==> config.mk <==
export PLATFORM = sky130hd
export DESIGN_NAME = double_ended_queue_flat
export DESIGN_NICKNAME = d
export VERILOG_FILES = /design/src/sv/deq_pkg.sv /design/src/sv/deq_if.sv /design/src/sv/deq_cell.sv /design/src/sv/deq_row.sv /design/src/sv/double_ended_queue.sv /design/src/flat_wrapper.sv
export SDC_FILE = /design/constraint.sdc
export NUM_CORES = 2
export LEC_CHECK = 0
export BUFFER_PORTS_ARGS = -buffer_cell sky130_fd_sc_hd__buf_2
export CAP_MARGIN = 20
export CORE_MARGIN = 4
export CORE_UTILIZATION = 39
export DETAILED_ROUTE_END_ITERATION = 8
export GPL_ROUTABILITY_DRIVEN = 1
export PLACE_DENSITY = 0.55
export RECOVER_POWER = 100
export REMOVE_ABC_BUFFERS = 1
export SLEW_MARGIN = 20
export SYNTH_ARGS = -nofsm -noshare
export SYNTH_HDL_FRONTEND = slang
export SYNTH_SLANG_ARGS = --single-unit
==> constraint.sdc <==
create_clock -name clk -period 11.8 [get_ports clk]
set_input_delay 0.59 -clock clk [delete_from_list [all_inputs] [get_ports clk]]
set_output_delay 0.59 -clock clk [all_outputs]
set_load 0.01 [all_outputs]
==> src/sv/deq_pkg.sv <==
// Package of the double-ended queue: field widths, command and status codes,
// default sizes and the control struct that drives a row of storage cells.
// Depends on nothing.
package deq_pkg;

	// Default sizes.
	localparam int DEPTH_DEFAULT      = 16;
	localparam int DATA_WIDTH_DEFAULT = 32;

	// Fixed widths of the channel fields.
	localparam int CMD_W   = 3;
	localparam int WORD_W  = 32;
	localparam int STAT_W  = 2;
	localparam int COUNT_W = 5;

	// Command codes.
	localparam logic [CMD_W-1:0] CMD_PUSH_BACK  = 3'd0;
	localparam logic [CMD_W-1:0] CMD_PUSH_FRONT = 3'd1;
	localparam logic [CMD_W-1:0] CMD_POP_FRONT  = 3'd2;
	localparam logic [CMD_W-1:0] CMD_POP_BACK   = 3'd3;
	localparam logic [CMD_W-1:0] CMD_CLEAR      = 3'd4;

	// Status codes.
	localparam logic [STAT_W-1:0] ST_OK    = 2'd0;
	localparam logic [STAT_W-1:0] ST_FULL  = 2'd1;
	localparam logic [STAT_W-1:0] ST_EMPTY = 2'd2;

	// Per-cycle control of one row of cells.
	typedef struct packed {
		logic insert_head; // every cell takes its lower neighbor, cell 0 the new word
		logic remove_head; // every cell takes its upper neighbor
		logic write_tail;  // the cell whose index equals the count takes the new word
	} deq_ctrl_t;

endpackage

==> src/sv/deq_if.sv <==
// Handshake interfaces of the double-ended queue: command and response beats.
// Depends on deq_pkg for the field widths.
interface deq_cmd_if;
	logic                         valid;
	logic                         ready;
	logic [deq_pkg::CMD_W-1:0]    command;
	logic [deq_pkg::WORD_W-1:0]   value;

	modport source (output valid, command, value, input ready);
	modport sink   (input valid, command, value, output ready);
endinterface

interface deq_rsp_if;
	logic                          valid;
	logic                          ready;
	logic [deq_pkg::STAT_W-1:0]    status;
	logic [deq_pkg::WORD_W-1:0]    popped_value;
	logic [deq_pkg::COUNT_W-1:0]   entry_count;

	modport source (output valid, status, popped_value, entry_count, input ready);
	modport sink   (input valid, status, popped_value, entry_count, output ready);
endinterface

==> src/sv/deq_cell.sv <==
// One storage cell of a row: holds one word and takes a neighbor's word or
// the broadcast word as the control says. Depends on deq_pkg.
module deq_cell #(
	parameter int DATA_WIDTH = deq_pkg::DATA_WIDTH_DEFAULT,
	parameter int CNT_W      = 5,
	parameter int INDEX      = 0
) (
	input  logic                  clk,
	input  deq_pkg::deq_ctrl_t    ctrl,
	input  logic [CNT_W-1:0]      count,
	input  logic [DATA_WIDTH-1:0] value,
	input  logic [DATA_WIDTH-1:0] lower_data,
	input  logic [DATA_WIDTH-1:0] upper_data,
	output logic [DATA_WIDTH-1:0] data
);

	logic [DATA_WIDTH-1:0] data_q;
	logic                  is_tail;

	// This cell is the first free slot behind the last word.
	assign is_tail = (count == CNT_W'(INDEX));

	// The word moves with the row; no reset, a slot is read only after a write.
	always_ff @(posedge clk) begin
		if (ctrl.insert_head) begin
			data_q <= lower_data;
		end else if (ctrl.remove_head) begin
			data_q <= upper_data;
		end else if (ctrl.write_tail && is_tail) begin
			data_q <= value;
		end
	end

	assign data = data_q;

endmodule

==> src/sv/deq_row.sv <==
// A row of DEPTH storage cells, head at cell 0, each wired to its neighbors.
// Depends on deq_pkg and deq_cell.
module deq_row #(
	parameter int DEPTH      = deq_pkg::DEPTH_DEFAULT,
	parameter int DATA_WIDTH = deq_pkg::DATA_WIDTH_DEFAULT,
	parameter int CNT_W      = $clog2(DEPTH + 1)
) (
	input  logic                  clk,
	input  deq_pkg::deq_ctrl_t    ctrl,
	input  logic [CNT_W-1:0]      count,
	input  logic [DATA_WIDTH-1:0] value,
	output logic [DATA_WIDTH-1:0] head
);

	logic [DATA_WIDTH-1:0] cell_data [DEPTH];

	// Each cell sees the word below it (the new word at the head) and above it.
	for (genvar i = 0; i < DEPTH; i++) begin : g_cell
		logic [DATA_WIDTH-1:0] lower_w;
		logic [DATA_WIDTH-1:0] upper_w;

		if (i == 0) begin : g_first
			assign lower_w = value;
		end else begin : g_inner_lo
			assign lower_w = cell_data[i-1];
		end

		if (i == DEPTH - 1) begin : g_last
			assign upper_w = cell_data[i];
		end else begin : g_inner_hi
			assign upper_w = cell_data[i+1];
		end

		deq_cell #(
			.DATA_WIDTH (DATA_WIDTH),
			.CNT_W      (CNT_W),
			.INDEX      (i)
		) u_cell (
			.clk        (clk),
			.ctrl       (ctrl),
			.count      (count),
			.value      (value),
			.lower_data (lower_w),
			.upper_data (upper_w),
			.data       (cell_data[i])
		);
	end

	assign head = cell_data[0];

endmodule

==> src/sv/double_ended_queue.sv <==
// Top level of the bounded double-ended queue: two rows of cells and a count.
// Depends on deq_pkg, deq_if (deq_cmd_if, deq_rsp_if) and deq_row.
//
//   Port  Dir   Beat carries
//   cmd   sink  command, value
//   rsp   src   status, popped_value, entry_count
//
// One command beat per cycle while no response beat is stalled; its response beat appears in the next cycle.
// The front row keeps the words front-first, the back row keeps the same
// words back-first, so both ends are always at cell 0 of a row.
// Reset clears the count and the response valid flag; payload and cells stay.
// While a response beat waits on rsp.ready, cmd.ready is low.
module double_ended_queue #(
	parameter int DEPTH      = deq_pkg::DEPTH_DEFAULT,
	parameter int DATA_WIDTH = deq_pkg::DATA_WIDTH_DEFAULT
) (
	input  logic           clk,
	input  logic           arst_n,
	deq_cmd_if.sink        cmd,
	deq_rsp_if.source      rsp
);

	localparam int CNT_W = $clog2(DEPTH + 1);

	logic [CNT_W-1:0]             count_q;
	logic [CNT_W-1:0]             count_nxt;
	logic                         rsp_valid_q;
	logic [deq_pkg::STAT_W-1:0]   status_q;
	logic [deq_pkg::WORD_W-1:0]   popped_q;
	logic [deq_pkg::COUNT_W-1:0]  entry_q;

	logic                         accept;
	logic                         full;
	logic                         empty;
	logic [DATA_WIDTH-1:0]        word;
	logic [DATA_WIDTH-1:0]        front_head;
	logic [DATA_WIDTH-1:0]        back_head;
	logic [deq_pkg::STAT_W-1:0]   status_nxt;
	logic [deq_pkg::WORD_W-1:0]   popped_nxt;
	deq_pkg::deq_ctrl_t           front_ctrl;
	deq_pkg::deq_ctrl_t           back_ctrl;

	assign accept = cmd.valid && cmd.ready;
	assign full   = (count_q == CNT_W'(DEPTH));
	assign empty  = (count_q == '0);
	assign word   = DATA_WIDTH'(cmd.value);

	// Command decode: row controls, next count and the response fields.
	always_comb begin
		front_ctrl = '0;
		back_ctrl  = '0;
		count_nxt  = count_q;
		status_nxt = deq_pkg::ST_OK;
		popped_nxt = '0;
		unique case (cmd.command)
			deq_pkg::CMD_PUSH_BACK: begin
				if (full) begin
					status_nxt = deq_pkg::ST_FULL;
				end else begin
					front_ctrl.write_tail = accept;
					back_ctrl.insert_head = accept;
					count_nxt             = count_q + CNT_W'(1);
				end
			end
			deq_pkg::CMD_PUSH_FRONT: begin
				if (full) begin
					status_nxt = deq_pkg::ST_FULL;
				end else begin
					front_ctrl.insert_head = accept;
					back_ctrl.write_tail   = accept;
					count_nxt              = count_q + CNT_W'(1);
				end
			end
			deq_pkg::CMD_POP_FRONT: begin
				if (empty) begin
					status_nxt = deq_pkg::ST_EMPTY;
				end else begin
					front_ctrl.remove_head = accept;
					popped_nxt             = deq_pkg::WORD_W'(front_head);
					count_nxt              = count_q - CNT_W'(1);
				end
			end
			deq_pkg::CMD_POP_BACK: begin
				if (empty) begin
					status_nxt = deq_pkg::ST_EMPTY;
				end else begin
					back_ctrl.remove_head = accept;
					popped_nxt            = deq_pkg::WORD_W'(back_head);
					count_nxt             = count_q - CNT_W'(1);
				end
			end
			deq_pkg::CMD_CLEAR: begin
				count_nxt = '0;
			end
			default: begin
				count_nxt = count_q;
			end
		endcase
	end

	// Front-first row and back-first row of cells.
	deq_row #(
		.DEPTH      (DEPTH),
		.DATA_WIDTH (DATA_WIDTH),
		.CNT_W      (CNT_W)
	) u_front_row (
		.clk   (clk),
		.ctrl  (front_ctrl),
		.count (count_q),
		.value (word),
		.head  (front_head)
	);

	deq_row #(
		.DEPTH      (DEPTH),
		.DATA_WIDTH (DATA_WIDTH),
		.CNT_W      (CNT_W)
	) u_back_row (
		.clk   (clk),
		.ctrl  (back_ctrl),
		.count (count_q),
		.value (word),
		.head  (back_head)
	);

	// Count and response valid.
	always_ff @(posedge clk or negedge arst_n) begin
		if (!arst_n) begin
			count_q     <= '0;
			rsp_valid_q <= 1'b0;
		end else begin
			if (accept) begin
				count_q <= count_nxt;
			end
			if (accept) begin
				rsp_valid_q <= 1'b1;
			end else if (rsp.ready) begin
				rsp_valid_q <= 1'b0;
			end
		end
	end

	// Response payload, loaded with every accepted command beat.
	always_ff @(posedge clk) begin
		if (accept) begin
			status_q <= status_nxt;
			popped_q <= popped_nxt;
			entry_q  <= deq_pkg::COUNT_W'(count_nxt);
		end
	end

	assign cmd.ready        = !rsp_valid_q || rsp.ready;
	assign rsp.valid        = rsp_valid_q;
	assign rsp.status       = status_q;
	assign rsp.popped_value = popped_q;
	assign rsp.entry_count  = entry_q;

endmodule

==> src/flat_wrapper.sv <==
// flat-port wrapper written by rule: the top's interface ports become plain ports
module double_ended_queue_flat 
#(
	parameter int DEPTH      = deq_pkg::DEPTH_DEFAULT,
	parameter int DATA_WIDTH = deq_pkg::DATA_WIDTH_DEFAULT
)
  (clk, arst_n, cmd_valid, cmd_command, cmd_value, cmd_ready, rsp_valid, rsp_status, rsp_popped_value, rsp_entry_count, rsp_ready);
  deq_cmd_if cmd_i ();
  deq_rsp_if rsp_i ();
  input  logic clk;
  input  logic arst_n;
  input wire logic [$bits(cmd_i.valid)-1:0] cmd_valid;
  input wire logic [$bits(cmd_i.command)-1:0] cmd_command;
  input wire logic [$bits(cmd_i.value)-1:0] cmd_value;
  output wire logic [$bits(cmd_i.ready)-1:0] cmd_ready;
  output wire logic [$bits(rsp_i.valid)-1:0] rsp_valid;
  output wire logic [$bits(rsp_i.status)-1:0] rsp_status;
  output wire logic [$bits(rsp_i.popped_value)-1:0] rsp_popped_value;
  output wire logic [$bits(rsp_i.entry_count)-1:0] rsp_entry_count;
  input wire logic [$bits(rsp_i.ready)-1:0] rsp_ready;
  assign cmd_i.valid = cmd_valid;
  assign cmd_i.command = cmd_command;
  assign cmd_i.value = cmd_value;
  assign cmd_ready = cmd_i.ready;
  assign rsp_valid = rsp_i.valid;
  assign rsp_status = rsp_i.status;
  assign rsp_popped_value = rsp_i.popped_value;
  assign rsp_entry_count = rsp_i.entry_count;
  assign rsp_i.ready = rsp_ready;
  double_ended_queue #(.DEPTH(DEPTH), .DATA_WIDTH(DATA_WIDTH)) u_core (.clk(clk), .arst_n(arst_n), .cmd(cmd_i), .rsp(rsp_i));
endmodule
# [Yosys cells after proc, flatten, opt, wreduce, memory -nomap -nowiden]
# Index checks and enable logic that the tools add are counted.
[totals] elab_cells=248 regBits=1069 mem_bits_rw=0 romBits=0 latchBits=0 output_inout_bits=41 memories=0 in_bits=39
[classes] n_bitwise=0 magnitude_cmp=0 eq_ne=22 n_mux=113 reduce_logical=74 addsub=2 div_mod_pow=0 mul=0 shifts=0
[op_table] operator="$mux 32" count=98
[op_table] operator="$reduce_bool 3->1" count=30
[op_table] operator="$pmux 32 s2" count=1
[op_table] operator="$eq 5x4->1 const B" count=8
[op_table] operator="$logic_and 1x1->1" count=33
[op_table] operator="$eq 5x3->1 const B" count=4
[op_table] operator="$pmux 5 s3" count=1
[op_table] operator="$eq 5x2->1 const B" count=2
[op_table] operator="$mux 5" count=2
[op_table] operator="$mux 1" count=9
[op_table] operator="$eq 3x2->1 const B" count=2
[op_table] operator="$reduce_bool 2->1" count=3
[op_table] operator="$add 5x1->5 const B" count=1
[op_table] operator="$eq 5x1->1 const B" count=1
[op_table] operator="$eq 5x5->1 const B" count=1
[op_table] operator="$logic_not 5->1" count=1
[op_table] operator="$sub 5x1->5 const B" count=1
[op_table] operator="$ne 2x2->1 const B" count=2
[op_table] operator="$pmux 2 s2" count=1
[op_table] operator="$reduce_and 2->1" count=2
[op_table] operator="$reduce_or 2->1" count=2
[op_table] operator="$eq 3x1->1 const B" count=1
[op_table] operator="$eq 3x3->1 const B" count=1
[op_table] operator="$logic_not 3->1" count=1
[op_table] operator="3 further kinds" count=3

# [Longest topological paths before layout]
[depth] depth_word=9 ltp_mapped=11 mapped_depth_nobuf=6

# [Cells and area by module]
# A second synthesis with hierarchy kept.
[hier_totals] cells_unflattened=4734 area_unflattened_um2=56362.8
[by_module_without_submodules] module="deq_cell (u_core.u_back_row.g_cell[10].u_cell ...)" area_each_um2=1690.4 n_inst=8 cells_each=142 seq_area_each_um2=960.9
[by_module_without_submodules] module="deq_cell (u_core.u_back_row.g_cell[1].u_cell ...)" area_each_um2=1689.1 n_inst=8 cells_each=142 seq_area_each_um2=960.9
[by_module_without_submodules] module="deq_cell (u_core.u_back_row.g_cell[11].u_cell ...)" area_each_um2=1686.6 n_inst=6 cells_each=141 seq_area_each_um2=960.9
[by_module_without_submodules] module="deq_cell (u_core.u_back_row.g_cell[13].u_cell ...)" area_each_um2=1690.4 n_inst=4 cells_each=143 seq_area_each_um2=960.9
[by_module_without_submodules] module="deq_cell (u_core.u_back_row.g_cell[0].u_cell ...)" area_each_um2=1686.6 n_inst=4 cells_each=142 seq_area_each_um2=960.9
[by_module_without_submodules] module="deq_cell (u_core.u_back_row.g_cell[3].u_cell ...)" area_each_um2=1685.4 n_inst=2 cells_each=141 seq_area_each_um2=960.9
[by_module_without_submodules] module="double_ended_queue" area_each_um2=2328.5 n_inst=1 cells_each=194 seq_area_each_um2=1321.3

# [Worst setup path before layout]
# OpenSTA, ideal clock, no wires.
[synth_path] path_kind="input -> register" from="in cmd_command[1]" to="reg u_core.u_front_row.g_cell[7].u_cell.data_q[0], enable pin" path_stages=8 setup_slack_ns=7.057 arrival_ns=4.273 setup_time_ns=0.470 path_buffers=4 t_required_ns=11.330 cell_sequence="buf_2 > or2_4 > nor2_4 > buf_4 > buf_6 > buf_4 > nand2_1 > o31ai_1"
[synth_between] elab_chain_cells=4 elab_cells_between_ends=8 cone_classes="2 x eq/ne; 3 x mux; 3 x reduce/logical"
[synth_lines] item="start: declaration" line_no="flat_wrapper.sv:13" rtl="input wire logic [$bits(cmd_i.command)-1:0] cmd_command;"
[synth_lines] item="$logic_not 3->1" line_no="double_ended_queue.sv:55" rtl="unique case (cmd.command)"
[synth_lines] item="$mux 1" line_no="double_ended_queue.sv:55"
[synth_lines] item="$logic_and 1x1->1" line_no="deq_cell.sv:29" rtl="end else if (ctrl.write_tail && is_tail) begin"
[synth_lines] item="$reduce_bool 3->1 (no source line) *"
[synth_lines] item="end signal: assignment" line_no="deq_cell.sv:26" rtl="data_q <= lower_data;"
[synth_lines] item="end signal: assignment" line_no="deq_cell.sv:28" rtl="data_q <= upper_data;"
[synth_lines] item="end signal: assignment" line_no="deq_cell.sv:30" rtl="data_q <= value;"
[synth_lines] item="end: declaration" line_no="deq_cell.sv:17" rtl="logic [DATA_WIDTH-1:0] data_q;"
# Every way passes the cells marked *; elsewhere a longest branch is shown, timed or not.
# A chain may end at the register's enable or synchronous reset.

# [Worst setup path after layout]
[layout_path] from="reg u_core.count_q[0]" to="reg u_core.u_back_row.g_cell[8].u_cell.data_q[2], enable pin"
[layout_between] elab_chain_cells=5 elab_cells_between_ends=10 cone_classes="2 x eq/ne; 5 x mux; 3 x reduce/logical"
[layout_lines] item="start: declaration" line_no="double_ended_queue.sv:25" rtl="logic [CNT_W-1:0] count_q;"
[layout_lines] item="start signal: assignment" line_no="double_ended_queue.sv:133" rtl="count_q <= count_nxt;"
[layout_lines] item="$eq 5x5->1" line_no="double_ended_queue.sv:44" rtl="assign full = (count_q == CNT_W'(DEPTH));"
[layout_lines] item="$mux 1" line_no="double_ended_queue.sv:57, double_ended_queue.sv:66"
[layout_lines] item="$mux 1" line_no="double_ended_queue.sv:55"
[layout_lines] item="$logic_and 1x1->1" line_no="deq_cell.sv:29"
[layout_lines] item="$reduce_bool 3->1 (no source line) *"
[layout_lines] item="end signal: assignment" line_no="deq_cell.sv:26"
[layout_lines] item="end signal: assignment" line_no="deq_cell.sv:28"
[layout_lines] item="end signal: assignment" line_no="deq_cell.sv:30"
[layout_lines] item="end: declaration" line_no="deq_cell.sv:17"
# Marks and branches as above.

==> results.json <==
{
  "status": "finished with violations",
  "failing_checks": "capacitance limit, slew limit",
  "worst_margin_pin_slew_ns": 3.49,
  "vias_in_the_first_global_route": 28458,
  "power.density_cell_area_nw_per_um2": 179,
  "synth_ff_type": "edfxtp_1",
  "netlist_top_cells_area": "edfxtp_1, a221o_1, a221oi_2",
  "cp_max_fo": 41,
  "timing.hold.ws_ns": 0.209,
  "placedCellCount": 4183,
  "max-clock-path-buffers": 3,
  "drt_first_pass_iters": 8,
  "ys.warnings.count": 0,
  "data_arrival_time_of_the_worst_path_ns": 8.41,
  "clock_tree.root_cell": "clkbuf_16",
  "gp_congestion": 0.804,
  "grt_overflow_total": 0,
  "cts-htree-levels": 3,
  "hold_path_class": "input port to flop",
  "finalNonFillerCells": 4400,
  "number_of_clock_sinks": 1069,
  "drt_wl_total_um": 133000,
  "port_buffers": 79,
  "final_core_utilization_pct": 43.1,
  "track_usage_pct": 20.4,
  "critPathLaunchType": "flop",
  "met2_wire_len_um": 61200,
  "finalClockSkew_ns": 0.0293,
  "final_nets": 2812,
  "max-slew-margin-rel_pct": -133,
  "cts_inserted_buffers": 113,
  "routed-wl-met3_um": 11400,
  "power_leakage_uw": 0.0162,
  "synth_register_bits": 1069,
  "worstPathRequired_ns": 12.01,
  "critPathCaptureType": "flop",
  "dieWidth_um": 353,
  "start_util_pct": 39.3,
  "max_capacitance_violation_count": 42,
  "detail_route.wirelength.met1_um": 56900,
  "first_pass_grt_wire_length_um": 195000,
  "postRouteAntennaNets": 0,
  "clk_latency_ns": 0.70,
  "timing.final.max_slew_violations": 1473,
  "grt_max_degree": 261,
  "setup-tns-final_ns": 0,
  "rows": 126,
  "critPathKind": "flop to flop",
  "route.vias.total": 30261,
  "ios": 80,
  "clk_transition_reported_paths_ns": 0.06,
  "syn_to_final_growth_pct": 9.57,
  "period_needed_ns": 8.20,
  "synth.distinct_cells": 50,
  "synth_top_area_share_pct": 68.8,
  "rrSetupSlack_ns": 3.60,
  "drt_iter0_markers": 4472,
  "floorplan.die.height_um": 353,
  "fp.coreArea_um2": 118000,
  "grt_setup_unrepaired": "false",
  "synth_cells": 2861,
  "top_signal_layer_used": "met5",
  "ir_drop_uv": 128,
  "synthArstFlopShare_pct": 0.561,
  "drt-vias-per-instance": 6.88,
  "detail_route.drc_violations": 0,
  "syn_area_per_cell_um2": 16.2,
  "layout_worst_path_cycle_share_pct": 69.5,
  "wl_per_cell_um": 30.2,
  "final-setup-viol-count": 0,
  "synth_seq_area_share_pct": 69.1,
  "dpl.hpwl_um": 72300,
  "timing.final.hold_violations": 0,
  "timing.fmax_mhz": 122,
  "cts_setup_buffers": 0,
  "drive_gt1_share_pct": 9.88,
  "syn-cell-area_um2": 46400,
  "die_ar_um2": 125000,
  "grt_antenna_before_repair": 6,
  "synth-edff-count": 1063,
  "yosysTopAreaCell": "edfxtp_1",
  "tritoncts_clock_tree": "yes"
}
[cells in the final DEF (no fill, tap or decap), types with 4 or more instances in the layout]
| master | count |
|---|---|
| edfxtp_1 | 1063 |
| a221o_1 | 896 |
| o21ai_0 | 142 |
| nand3_1 | 134 |
| clkbuf_16 | 114 |
| clkbuf_1 | 82 |
| a221oi_1 | 46 |
| nor2_1 | 42 |
| inv_1 | 39 |
| buf_2 | 37 |
| buf_4 | 37 |
| mux2i_1 | 32 |
| clkinv_1 | 31 |
| clkinv_2 | 26 |
| a221oi_2 | 19 |
| nand2_1 | 12 |
| bufinv_16 | 8 |
| o21ai_4 | 7 |
| o31ai_4 | 7 |
| o31ai_1 | 6 |
| ha_1 | 6 |
| clkinvlp_4 | 6 |
| dfrtp_1 | 6 |
| nor3_1 | 5 |
| nand2b_1 | 4 |
| inv_6 | 4 |
[kinds of logic (layout without fill, tap and decap cells)]
group	Yosys count	after routing	synth area share, %
adder cells (fa/ha/maj)	6	6	0.162
buffers and inverters	394	396	4.13
AND/OR/NAND/NOR	218	218	2.39
multiplexers	32	32	0.690
flip-flops	1069	1069	69.1
AO/OA/AOI/OAI	1142	1142	23.5
other	0	1	0
[flip-flops by register name, indices dropped and copies added (netlist names)]
| register | flops |
|---|---|
| u_core.count_q | 5 |
| u_core.rsp.entry_count | 5 |
| u_core.rsp.popped_value | 32 |
| u_core.rsp.status | 2 |
| u_core.rsp.valid | 1 |
| u_core.u_back_row.g_cell.u_cell.data | 512 |
| u_core.u_front_row.g_cell.u_cell.data | 512 |
[what timing repair did]
action                                 CTS  global route
endpoints found under the hold margin    6             0
gates resized for setup                  0             0
hold buffers                             1             0
[final cells by class]
cell class	count	area, um^2
diodes	1	2.50
flip-flops and latches	1069	32100
well taps	1536	1920
clock inverters	79	624
multi-input cells	1398	12300
repair buffers	146	851
inverters	39	146
clock buffers	132	2920
fillers	10361	67200
[synth_stat cells, types with 2 or more instances]
library cell and count:
buf_2 188, nand3_1 134, nor2_1 40, dfrtp_1 6, mux2i_1 32, ha_1 6
clkbuf_1 125, nor3_1 5, inv_1 39, nor2b_1 3, buf_6 24, a21oi_1 3
a22oi_1 2, a221oi_2 64, and3_1 4, edfxtp_1 1063, a221o_1 896, buf_1 12
nand2_1 11, buf_4 6, nand2b_1 4, o21ai_1 5, a31oi_1 2, a22o_1 2
o21ai_0 145, and2_1 4, o31ai_1 13
[worst max-delay path, cell delays in order (launching register included)]
cell      delay, ns
dfrtp_1        0.46
inv_1          0.15
ha_1           0.29
and4bb_1       0.25
nor2_1         0.21
clkbuf_1       2.08
nand2_1        1.27
o31ai_4        0.48
clkbuf_1       2.42
[worst paths after layout]
path / depth (start not counted) / start / endpoint
max in group asynchronous: 2 / arst_n / u_core.count_q[1]
min in group asynchronous: 2 / arst_n / u_core.count_q[0]
min: 3 / cmd_valid / u_core.rsp.valid
max: 8 / u_core.count_q[0] / u_core.u_back_row.g_cell[8].u_cell.data[2]
min reg2reg: 1 / u_core.u_back_row.g_cell[15].u_cell.data[20] / u_core.u_back_row.g_cell[14].u_cell.data[20]
max reg2reg: 8 / u_core.count_q[0] / u_core.u_back_row.g_cell[8].u_cell.data[2]
[per-stage QoR]
step / instance area, um^2 / power [uW] / worst slack (ns)
finish: 50900 / 9080 / 3.60
global route: 50900 / 9410 / 3.32
CTS: 51400 / 9180 / 6.71
detailed placement: 47900 / 5710 / 6.75
global placement: 47900 / 5680 / 6.86
floorplan: 44600 / 5350 / -15.17
[report_power, final]
group	total (uW)	internal (uW)	switching [uW]
logic	990	317	674
registers	4630	4500	130
clock network	3470	1940	1530
[metal layers]
metal | vias to the layer above | GRT usage [%]
met5 | - | 0
met4 | 2 | 6.00
met3 | 205 | 3.81
met2 | 1681 | 31.5
met1 | 15839 | 29.5
li1 | 12534 | -
Note: power is estimated with default switching activity, not from simulation.
